File: config.mk
export PLATFORM = sky130hd
export DESIGN_NAME = one_wire_master_temp_read
export DESIGN_NICKNAME = d
export VERILOG_FILES = /design/src/rtl/owm_pkg.sv /design/src/rtl/one_wire_master_temp_read.sv /design/src/rtl/owm_front.sv /design/src/rtl/owm_engine.sv
export SDC_FILE = /design/constraint.sdc
export NUM_CORES = 1
export LEC_CHECK = 0
export ABC_CLOCK_PERIOD_IN_PS = 6200
export BUFFER_PORTS_ARGS = -buffer_cell sky130_fd_sc_hd__buf_2
export CAP_MARGIN = 25
export CORE_ASPECT_RATIO = 0.5
export CORE_MARGIN = 1
export CORE_UTILIZATION = 53
export DETAILED_ROUTE_END_ITERATION = 8
export GPL_TIMING_DRIVEN = 1
export PLACE_DENSITY_LB_ADDON = 0.2
export SETUP_SLACK_MARGIN = 0.5
export SKIP_CTS_REPAIR_TIMING = 1
export SLEW_MARGIN = 10
export SYNTH_ARGS = -nofsm -noshare
export SYNTH_HDL_FRONTEND = slang
export SYNTH_SLANG_ARGS = --single-unit
export TNS_END_PERCENT = 50
File: constraint.sdc
create_clock -name clk -period 6.2 [get_ports clk]
set_input_delay 0 -clock clk [delete_from_list [all_inputs] [get_ports clk]]
set_output_delay 0 -clock clk [all_outputs]
set_load 0.03 [all_outputs]
File: src/rtl/owm_pkg.sv
`default_nettype none
package owm_pkg;

	localparam int TIMER_BITS = 10;
	localparam logic [TIMER_BITS-1:0] TMAX = {TIMER_BITS{1'b1}};
	localparam int QDEPTH = 2;

	localparam logic [2:0] REG_RESET_LOW    = 3'd0;
	localparam logic [2:0] REG_PRES_WAIT    = 3'd1;
	localparam logic [2:0] REG_PRES_TIMEOUT = 3'd2;
	localparam logic [2:0] REG_REL_TIMEOUT  = 3'd3;
	localparam logic [2:0] REG_START_LOW    = 3'd4;
	localparam logic [2:0] REG_SAMPLE_DLY   = 3'd5;
	localparam logic [2:0] REG_SLOT_TIME    = 3'd6;

	localparam logic [7:0] ROM_SKIP     = 8'hCC;
	localparam logic [7:0] CONVERT_T    = 8'h44;
	localparam logic [7:0] READ_SCRATCH = 8'hBE;
	localparam logic [7:0] CONV_DONE    = 8'hFF;

	typedef enum logic [2:0] {
		CMD_TICK  = 3'd0,
		CMD_RESET = 3'd1,
		CMD_WRITE = 3'd2,
		CMD_READ  = 3'd3,
		CMD_TEMP  = 3'd4
	} cmd_t;

	typedef enum logic [3:0] {
		PH_IDLE     = 4'd0,
		PH_RST_LOW  = 4'd1,
		PH_RST_GAP  = 4'd2,
		PH_PRES_LOW = 4'd3,
		PH_PRES_REL = 4'd4,
		PH_W_START  = 4'd5,
		PH_W_HOLD   = 4'd6,
		PH_R_START  = 4'd7,
		PH_R_WAIT   = 4'd8,
		PH_R_REC    = 4'd9
	} phase_t;

	typedef enum logic [3:0] {
		SQ_NONE    = 4'd0,
		SQ_RESET1  = 4'd1,
		SQ_SKIP1   = 4'd2,
		SQ_CONVERT = 4'd3,
		SQ_POLL    = 4'd4,
		SQ_RESET2  = 4'd5,
		SQ_SKIP2   = 4'd6,
		SQ_READ_SP = 4'd7,
		SQ_LOW     = 4'd8,
		SQ_HIGH    = 4'd9
	} seq_t;

	typedef enum logic [1:0] {
		OP_RESET = 2'd0,
		OP_WRITE = 2'd1,
		OP_READ  = 2'd2
	} op_t;

	typedef struct packed {
		logic [9:0] reset_low_time;
		logic [5:0] presence_wait;
		logic [7:0] presence_timeout;
		logic [7:0] release_timeout;
		logic [3:0] start_low_time;
		logic [4:0] sample_delay;
		logic [6:0] slot_time;
	} cfg_t;

	typedef struct packed {
		cmd_t       kind;
		logic [7:0] data_byte;
		logic       line_level;
	} item_t;

	typedef struct packed {
		phase_t     ph;
		logic [7:0] sh;
	} start_t;

	function automatic start_t op_start(op_t op, logic [7:0] b);
		start_t s;
		case (op)
			OP_RESET: s = '{ph: PH_RST_LOW, sh: 8'd0};
			OP_WRITE: s = '{ph: PH_W_START, sh: b};
			OP_READ:  s = '{ph: PH_R_START, sh: 8'd0};
			default:  s = '{ph: PH_IDLE, sh: 8'd0};
		endcase
		return s;
	endfunction

	// zero counts as one tick, anything past the timer counts as its maximum
	function automatic logic [TIMER_BITS-1:0] clamp_dur(logic [15:0] v);
		logic [15:0] r;
		r = v;
		if (r == 16'd0) r = 16'd1;
		if (r > 16'(TMAX)) r = 16'(TMAX);
		return r[TIMER_BITS-1:0];
	endfunction

endpackage
`default_nettype wire

File: src/rtl/one_wire_master_temp_read.sv
// One-wire bus master, one input transfer per microsecond tick. Each tick carries a
// command and the sampled bus level and yields exactly one result transfer with the
// drive-low decision for that microsecond plus busy, done, last byte read, temperature
// word and presence error. Throughput is one tick per clock while the output side does
// not stall: the tick engine computes its whole next state combinationally. A two-entry
// input queue feeds the engine and the result sits in an output register, so a tick
// passes through the queue and then the output register, and waits longer when the output
// side stalls. The user writes timing registers over APB only while the block is idle; the block does not enforce it.
`default_nettype none
module one_wire_master_temp_read import owm_pkg::*; (
	input  wire logic        clk,
	input  wire logic        arst_n,
	input  wire logic        s_tvalid,
	output logic             s_tready,
	input  wire logic [15:0] s_tdata,  // command[2:0], data_byte[10:3], line_level[11]
	output logic             m_tvalid,
	input  wire logic        m_tready,
	output logic [31:0]      m_tdata,  // drive_low[0], busy_res[1], done_res[2],
	                                   // read_value[10:3], temperature[26:11],
	                                   // presence_error[27]
	input  wire logic        psel,
	input  wire logic        penable,
	input  wire logic        pwrite,
	input  wire logic [4:0]  paddr,
	input  wire logic [31:0] pwdata,
	output logic [31:0]      prdata,
	output logic             pready
);

	cfg_t  cfg_q;
	logic  item_valid;
	logic  item_ready;
	item_t item;
	logic  wr_en;

	assign pready = 1'b1;
	assign wr_en  = psel && penable && pwrite && pready;

	always_ff @(posedge clk or negedge arst_n) begin
		if (!arst_n) begin
			cfg_q.reset_low_time   <= 10'd750;
			cfg_q.presence_wait    <= 6'd15;
			cfg_q.presence_timeout <= 8'd200;
			cfg_q.release_timeout  <= 8'd240;
			cfg_q.start_low_time   <= 4'd2;
			cfg_q.sample_delay     <= 5'd8;
			cfg_q.slot_time        <= 7'd60;
		end else if (wr_en) begin
			case (paddr[4:2])
				REG_RESET_LOW:    cfg_q.reset_low_time   <= pwdata[9:0];
				REG_PRES_WAIT:    cfg_q.presence_wait    <= pwdata[5:0];
				REG_PRES_TIMEOUT: cfg_q.presence_timeout <= pwdata[7:0];
				REG_REL_TIMEOUT:  cfg_q.release_timeout  <= pwdata[7:0];
				REG_START_LOW:    cfg_q.start_low_time   <= pwdata[3:0];
				REG_SAMPLE_DLY:   cfg_q.sample_delay     <= pwdata[4:0];
				REG_SLOT_TIME:    cfg_q.slot_time        <= pwdata[6:0];
				default: ;
			endcase
		end
	end

	always_comb begin
		case (paddr[4:2])
			REG_RESET_LOW:    prdata = 32'(cfg_q.reset_low_time);
			REG_PRES_WAIT:    prdata = 32'(cfg_q.presence_wait);
			REG_PRES_TIMEOUT: prdata = 32'(cfg_q.presence_timeout);
			REG_REL_TIMEOUT:  prdata = 32'(cfg_q.release_timeout);
			REG_START_LOW:    prdata = 32'(cfg_q.start_low_time);
			REG_SAMPLE_DLY:   prdata = 32'(cfg_q.sample_delay);
			REG_SLOT_TIME:    prdata = 32'(cfg_q.slot_time);
			default:          prdata = 32'd0;
		endcase
	end

	owm_front u_front (
		.clk        (clk),
		.arst_n     (arst_n),
		.s_tvalid   (s_tvalid),
		.s_tready   (s_tready),
		.s_tdata    (s_tdata),
		.item_valid (item_valid),
		.item_ready (item_ready),
		.item       (item)
	);

	owm_engine u_engine (
		.clk        (clk),
		.arst_n     (arst_n),
		.cfg        (cfg_q),
		.item_valid (item_valid),
		.item_ready (item_ready),
		.item       (item),
		.m_tvalid   (m_tvalid),
		.m_tready   (m_tready),
		.m_tdata    (m_tdata)
	);

endmodule
`default_nettype wire

File: src/rtl/owm_front.sv
`default_nettype none
module owm_front import owm_pkg::*; (
	input  wire logic        clk,
	input  wire logic        arst_n,
	input  wire logic        s_tvalid,
	output logic             s_tready,
	input  wire logic [15:0] s_tdata,
	output logic             item_valid,
	input  wire logic        item_ready,
	output item_t            item
);

	item_t      queue_q [QDEPTH];
	logic       wr_ptr_q;
	logic       rd_ptr_q;
	logic [1:0] count_q;
	logic       push;
	logic       pop;
	cmd_t       kind;

	// codes five to seven act as tick only
	always_comb begin
		case (s_tdata[2:0])
			CMD_RESET: kind = CMD_RESET;
			CMD_WRITE: kind = CMD_WRITE;
			CMD_READ:  kind = CMD_READ;
			CMD_TEMP:  kind = CMD_TEMP;
			default:   kind = CMD_TICK;
		endcase
	end

	assign s_tready   = (count_q != 2'(QDEPTH));
	assign push       = s_tvalid && s_tready;
	assign item_valid = (count_q != 2'd0);
	assign pop        = item_valid && item_ready;
	assign item       = queue_q[rd_ptr_q];

	always_ff @(posedge clk) begin
		if (push) begin
			queue_q[wr_ptr_q] <= '{kind: kind, data_byte: s_tdata[10:3], line_level: s_tdata[11]};
		end
	end

	always_ff @(posedge clk or negedge arst_n) begin
		if (!arst_n) begin
			wr_ptr_q <= 1'b0;
			rd_ptr_q <= 1'b0;
			count_q  <= 2'd0;
		end else begin
			if (push) wr_ptr_q <= ~wr_ptr_q;
			if (pop) rd_ptr_q <= ~rd_ptr_q;
			count_q <= count_q + 2'(push) - 2'(pop);
		end
	end

endmodule
`default_nettype wire

File: src/rtl/owm_engine.sv
`default_nettype none
module owm_engine import owm_pkg::*; (
	input  wire logic        clk,
	input  wire logic        arst_n,
	input  wire cfg_t        cfg,
	input  wire logic        item_valid,
	output logic             item_ready,
	input  wire item_t       item,
	output logic             m_tvalid,
	input  wire logic        m_tready,
	output logic [31:0]      m_tdata
);

	phase_t                phase_q, n_phase;
	logic [TIMER_BITS-1:0] tc_q, n_tc;
	logic [2:0]            bit_q, n_bit;
	logic [7:0]            shift_q, n_shift;
	seq_t                  seq_q, n_seq;
	logic [7:0]            low_q, n_low;
	logic [15:0]           temp_q, n_temp;
	logic                  err_q, n_err;
	logic [7:0]            last_q, n_last;
	logic                  drive;
	logic                  done;
	logic                  sub_end;
	logic [TIMER_BITS-1:0] dur;
	logic [TIMER_BITS-1:0] tc_sat;
	logic [TIMER_BITS-1:0] tick_tc;
	logic                  elapsed;
	logic                  step;
	logic                  tvalid_q;
	logic [31:0]           tdata_q;
	start_t                st;

	assign item_ready = !tvalid_q || m_tready;
	assign step       = item_valid && item_ready;
	assign m_tvalid   = tvalid_q;
	assign m_tdata    = tdata_q;

	always_comb begin
		n_phase = phase_q;
		n_tc    = tc_q;
		n_bit   = bit_q;
		n_shift = shift_q;
		n_seq   = seq_q;
		n_low   = low_q;
		n_temp  = temp_q;
		n_err   = err_q;
		n_last  = last_q;
		drive   = 1'b0;
		done    = 1'b0;
		sub_end = 1'b0;
		st      = '{ph: PH_IDLE, sh: 8'd0};

		if (n_phase == PH_IDLE) begin
			case (item.kind)
				CMD_RESET: begin
					n_seq = SQ_NONE;
					st    = op_start(OP_RESET, 8'd0);
				end
				CMD_WRITE: begin
					n_seq = SQ_NONE;
					st    = op_start(OP_WRITE, item.data_byte);
				end
				CMD_READ: begin
					n_seq = SQ_NONE;
					st    = op_start(OP_READ, 8'd0);
				end
				CMD_TEMP: begin
					n_seq = SQ_RESET1;
					st    = op_start(OP_RESET, 8'd0);
				end
				default: st = '{ph: PH_IDLE, sh: shift_q};
			endcase
			if (st.ph != PH_IDLE) begin
				n_phase = st.ph;
				n_shift = st.sh;
				n_tc    = '0;
				n_bit   = 3'd0;
			end
		end

		case (n_phase)
			PH_RST_LOW:  dur = clamp_dur(16'(cfg.reset_low_time));
			PH_RST_GAP:  dur = clamp_dur(16'(cfg.presence_wait));
			PH_PRES_LOW: dur = clamp_dur(16'(cfg.presence_timeout));
			PH_PRES_REL: dur = clamp_dur(16'(cfg.release_timeout));
			PH_W_START,
			PH_R_START:  dur = clamp_dur(16'(cfg.start_low_time));
			PH_R_WAIT:   dur = clamp_dur(16'(cfg.sample_delay));
			default:     dur = clamp_dur(16'(cfg.slot_time));
		endcase
		tc_sat  = (n_tc < TMAX) ? n_tc + 1'b1 : n_tc;
		elapsed = (tc_sat >= dur);
		tick_tc = elapsed ? '0 : tc_sat;

		case (n_phase)
			PH_RST_LOW: begin
				drive = 1'b1;
				n_tc  = tick_tc;
				if (elapsed) n_phase = PH_RST_GAP;
			end
			PH_RST_GAP: begin
				n_tc = tick_tc;
				if (elapsed) n_phase = PH_PRES_LOW;
			end
			PH_PRES_LOW: begin
				if (!item.line_level) begin
					n_tc    = '0;
					n_phase = PH_PRES_REL;
				end else begin
					n_tc = tick_tc;
					if (elapsed) begin
						n_err   = 1'b1;
						sub_end = 1'b1;
					end
				end
			end
			PH_PRES_REL: begin
				if (item.line_level) begin
					n_err   = 1'b0;
					sub_end = 1'b1;
				end else begin
					n_tc = tick_tc;
					if (elapsed) begin
						n_err   = 1'b1;
						sub_end = 1'b1;
					end
				end
			end
			PH_W_START: begin
				drive = 1'b1;
				n_tc  = tick_tc;
				if (elapsed) n_phase = PH_W_HOLD;
			end
			PH_W_HOLD: begin
				drive = !n_shift[0];
				n_tc  = tick_tc;
				if (elapsed) begin
					n_shift = {1'b0, n_shift[7:1]};
					if (n_bit == 3'd7) begin
						sub_end = 1'b1;
					end else begin
						n_bit   = n_bit + 3'd1;
						n_phase = PH_W_START;
					end
				end
			end
			PH_R_START: begin
				drive = 1'b1;
				n_tc  = tick_tc;
				if (elapsed) n_phase = PH_R_WAIT;
			end
			PH_R_WAIT: begin
				n_tc = tick_tc;
				if (elapsed) n_phase = PH_R_REC;
			end
			PH_R_REC: begin
				if (n_tc == '0) n_shift = {item.line_level, n_shift[7:1]};
				n_tc = tick_tc;
				if (elapsed) begin
					if (n_bit == 3'd7) begin
						n_last  = n_shift;
						sub_end = 1'b1;
					end else begin
						n_bit   = n_bit + 3'd1;
						n_phase = PH_R_START;
					end
				end
			end
			default: n_phase = PH_IDLE;
		endcase

		// end of a sub-operation: chain the next step of the temperature sequence, or finish
		if (sub_end) begin
			n_phase = PH_IDLE;
			n_tc    = '0;
			st      = '{ph: PH_IDLE, sh: 8'd0};
			case (n_seq)
				SQ_RESET1: begin
					n_seq = SQ_SKIP1;
					st    = op_start(OP_WRITE, ROM_SKIP);
				end
				SQ_SKIP1: begin
					n_seq = SQ_CONVERT;
					st    = op_start(OP_WRITE, CONVERT_T);
				end
				SQ_CONVERT: begin
					n_seq = SQ_POLL;
					st    = op_start(OP_READ, 8'd0);
				end
				SQ_POLL: begin
					if (n_last == CONV_DONE) begin
						n_seq = SQ_RESET2;
						st    = op_start(OP_RESET, 8'd0);
					end else begin
						st = op_start(OP_READ, 8'd0);
					end
				end
				SQ_RESET2: begin
					n_seq = SQ_SKIP2;
					st    = op_start(OP_WRITE, ROM_SKIP);
				end
				SQ_SKIP2: begin
					n_seq = SQ_READ_SP;
					st    = op_start(OP_WRITE, READ_SCRATCH);
				end
				SQ_READ_SP: begin
					n_seq = SQ_LOW;
					st    = op_start(OP_READ, 8'd0);
				end
				SQ_LOW: begin
					n_low = n_last;
					n_seq = SQ_HIGH;
					st    = op_start(OP_READ, 8'd0);
				end
				SQ_HIGH: begin
					n_temp = {n_last, n_low};
					n_seq  = SQ_NONE;
					done   = 1'b1;
				end
				default: begin
					n_seq = SQ_NONE;
					done  = 1'b1;
				end
			endcase
			if (st.ph != PH_IDLE) begin
				n_phase = st.ph;
				n_shift = st.sh;
				n_bit   = 3'd0;
			end
		end
	end

	always_ff @(posedge clk or negedge arst_n) begin
		if (!arst_n) begin
			phase_q  <= PH_IDLE;
			tc_q     <= '0;
			bit_q    <= 3'd0;
			shift_q  <= 8'd0;
			seq_q    <= SQ_NONE;
			low_q    <= 8'd0;
			temp_q   <= 16'd0;
			err_q    <= 1'b0;
			last_q   <= 8'd0;
			tvalid_q <= 1'b0;
		end else begin
			if (step) begin
				phase_q <= n_phase;
				tc_q    <= n_tc;
				bit_q   <= n_bit;
				shift_q <= n_shift;
				seq_q   <= n_seq;
				low_q   <= n_low;
				temp_q  <= n_temp;
				err_q   <= n_err;
				last_q  <= n_last;
			end
			if (item_ready) tvalid_q <= item_valid;
		end
	end

	always_ff @(posedge clk) begin
		if (step) begin
			tdata_q <= {4'd0, n_err, n_temp, n_last, done, (n_phase != PH_IDLE), drive};
		end
	end

endmodule
`default_nettype wire

==> out/metrics.cfg <==
[run_status]
status = finished clean

[clock_network]
cts_root_buf = clkbuf_16
path_clk_slew_ps = 70
numCtsBuffers = 17
clockBufferDepth = 2
cts_tree = yes
cts_max_level = 4
clock_latency_ps = 440
cts_sinks = 167

[synth]
synthTopCellsByCount = mux2_2 (95), dfrtp_1 (91), nand2_1 (79)
ys_seq_elements = 167
synth_ff_type = dfrtp_1
avgSynthCellArea_um2 = 10.8
yosysWarningCount = 0
synth_cell_types = 78
ys_async_sr_fraction_pct = 68.9
synth.area.top_cells = dfrtp_1 (24%), edfxtp_1 (16%), mux2_2 (11%)
synth_top_area_cell = dfrtp_1
synth_edf_count = 52
postSynthCellCount = 885
syn-cell-area_um2 = 9560
ys_seq_area_share_pct = 46.7
post-synth-top-count-cell = mux2_2
yosysTopAreaCellShare_pct = 23.8

[final_layout]
layout-drive-gt1-share_pct = 28.9
final_cell_area_um2 = 11100
areaGrowthSynthToFinish_pct = 15.8
num_antenna_cells = 0
layout.nets = 1059

[sta]
finalHoldViolations = 0
relSlewSlack_pct = 40.5
period_minus_slack_ps = 5450
rsz0062_at_grt = false
fmax_mhz = 184
finalClockSkew_ps = 12.0
tightest_slew_ps = 892
drv_slew = 0
finalSetupTns_ps = 0
post-route-period-util_pct = 87.8
finalSetupViolCount = 0

[floorplanning]
pin_count = 127
core_um2 = 17500
die_area_um2 = 18600
placementRows = 34
die_w_um = 192
die_h_um = 97.0
initial_utilization_pct = 54.5

[route]
first_iter_violations = 636
detail-route-antenna-nets = 0
via_count = 7706
drc_errors = 0
wl_per_cell_um = 20.2
finalWirelength_um = 24800
first_pass_iters = 6
viasPerCell = 6.26

[place]
gp_congestion = 0.930
port_buffers = 71
hpwl_um = 17200
postPlaceCellArea_um2 = 10100

[setup_path]
critPathMaxFanout = 5
reg2reg_depth = 22
endpoint_kind = flip-flop
crit_required_ps = 6530
worst_setup_path_start_kind = flip-flop
critical_path_class = flip-flop to flip-flop
cp.arrival_ps = 5780

[global_routing]
grt_max_degree = 68
grt_overflow = 0
grt_usage_pct = 27.3
grt_pass1_wl_um = 39100
grt_pass1_vias = 7185
antenna_found_initial = 0

[power]
ir_worst_vdd_mv = 0.314
powerDensity_nw_per_um2 = 479
leakagePower_nw = 4.75

[worst_hold_path]
min_path_type = input pin to flip-flop
min_path_cells = 4

[flow_run]
maxCapViolCount = 0

[cell type report]
cell class | instances | area [um2]
fillers | 1410 | 6460
well taps | 234 | 293
flip-flops and latches | 167 | 4470
clock buffers | 17 | 425
clock inverters | 15 | 159
multi-input cells | 655 | 4820
repair buffers | 124 | 833
inverters | 19 | 71.3
[registers in the layout, summed over array words and instances, names as in the netlist]
name	count
u_engine.temp_q	16
u_front.queue_q	24
u_engine.last_q	8
u_engine.m_tvalid	1
u_engine.bit_q	3
u_front.count_q	2
u_front.rd_ptr_q	1
u_engine.seq_q	4
u_engine.m_tdata	28
cfg_q	48
u_engine.tc_q	10
u_engine.low_q	8
u_engine.err_q	1
u_engine.phase_q	4
u_front.wr_ptr_q	1
u_engine.shift_q	8
[power breakdown]
group          switching, mW  internal, mW  total [mW]  leakage [nW]
clock network          0.500         0.571        1.07         0.278
logic                   1.64         0.954        2.59          2.51
registers              0.209          1.44        1.64          1.96
[critical path: stages, from the launching register on]
cell	delay, ps
edfxtp_1	450
or3_1	410
and4b_1	220
nor2_2	150
nand2_2	120
inv_1	80
ha_2	230
nand4_1	150
or4b_4	610
nand3_1	150
nor2_1	90
xnor2_1	130
nor2_1	140
ha_1	290
a2111oi_4	420
and4_4	320
buf_4	150
o31ai_1	80
o41a_1	190
inv_2	120
nand3_1	80
or4b_1	470
a221oi_1	280
[cell families after synthesis]
family / share of synthesized area [%]
other cells: 0.0786
fa+ha+maj: 1.96
flops: 46.7
simple gates: 15.2
mux: 16.8
buf+inv: 4.65
xor+xnor: 1.01
compound gates: 13.6
[metrics by stage]
stage	power, mW	util (%)	hold slack (ps)	std cells	setup slack, ps
global route	5.60	63.2	186	1231	500
global placement	4.09	57.9	172	1167	579
detailed placement	4.14	57.9	177	1168	484
floorplan	3.43	-	-296	910	521
CTS	5.22	61.2	-293	1200	445
finish	5.31	63.2	137	1231	754
[layer usage]
layer | global-route usage [%] | vias to the layer above | part of all wire (%)
met5 | 0 | - | 0
met4 | 7.94 | 0 | 1.7
met3 | 5.99 | 38 | 7.0
met2 | 41.6 | 313 | 47
met1 | 38.9 | 3839 | 45
li1 | - | 3516 | -
[path summary, 6_finish.rpt]
check | start | slack [ps] | endpoint
min in group asynchronous | arst_n | 220 | u_engine.temp_q[12]$_DFFE_PN0P_
max | u_front.queue_q[0][9]$_DFFE_PP_ | 750 | u_engine.seq_q[0]$_DFFE_PN0P_
max reg2reg | u_front.queue_q[0][9]$_DFFE_PP_ | 750 | u_engine.seq_q[0]$_DFFE_PN0P_
min | penable | 140 | cfg_q[36]$_DFFE_PN0P_
min reg2reg | u_front.wr_ptr_q$_DFFE_PN0P_ | 490 | u_front.wr_ptr_q$_DFFE_PN0P_
max in group asynchronous | arst_n | 4750 | cfg_q[36]$_DFFE_PN0P_
[placed cells by master (no fill, tap or decap), types with 14 or more instances in the layout]
cell type,netlist,layout
mux2_2,95,95
dfrtp_1,91,91
nand2_1,79,78
buf_2,7,70
nor2_1,53,52
edfxtp_1,52,52
a21oi_1,38,36
o21ai_0,36,35
mux2i_1,33,33
nand3_1,27,27
conb_1,2,27
buf_4,28,27
dlygate4sd3_1,0,26
dfstp_2,24,24
nor3_1,19,18
clkbuf_16,0,17
inv_1,17,16
and3_1,16,16
ha_1,15,14
Note: power is estimated with default switching activity, not from simulation.
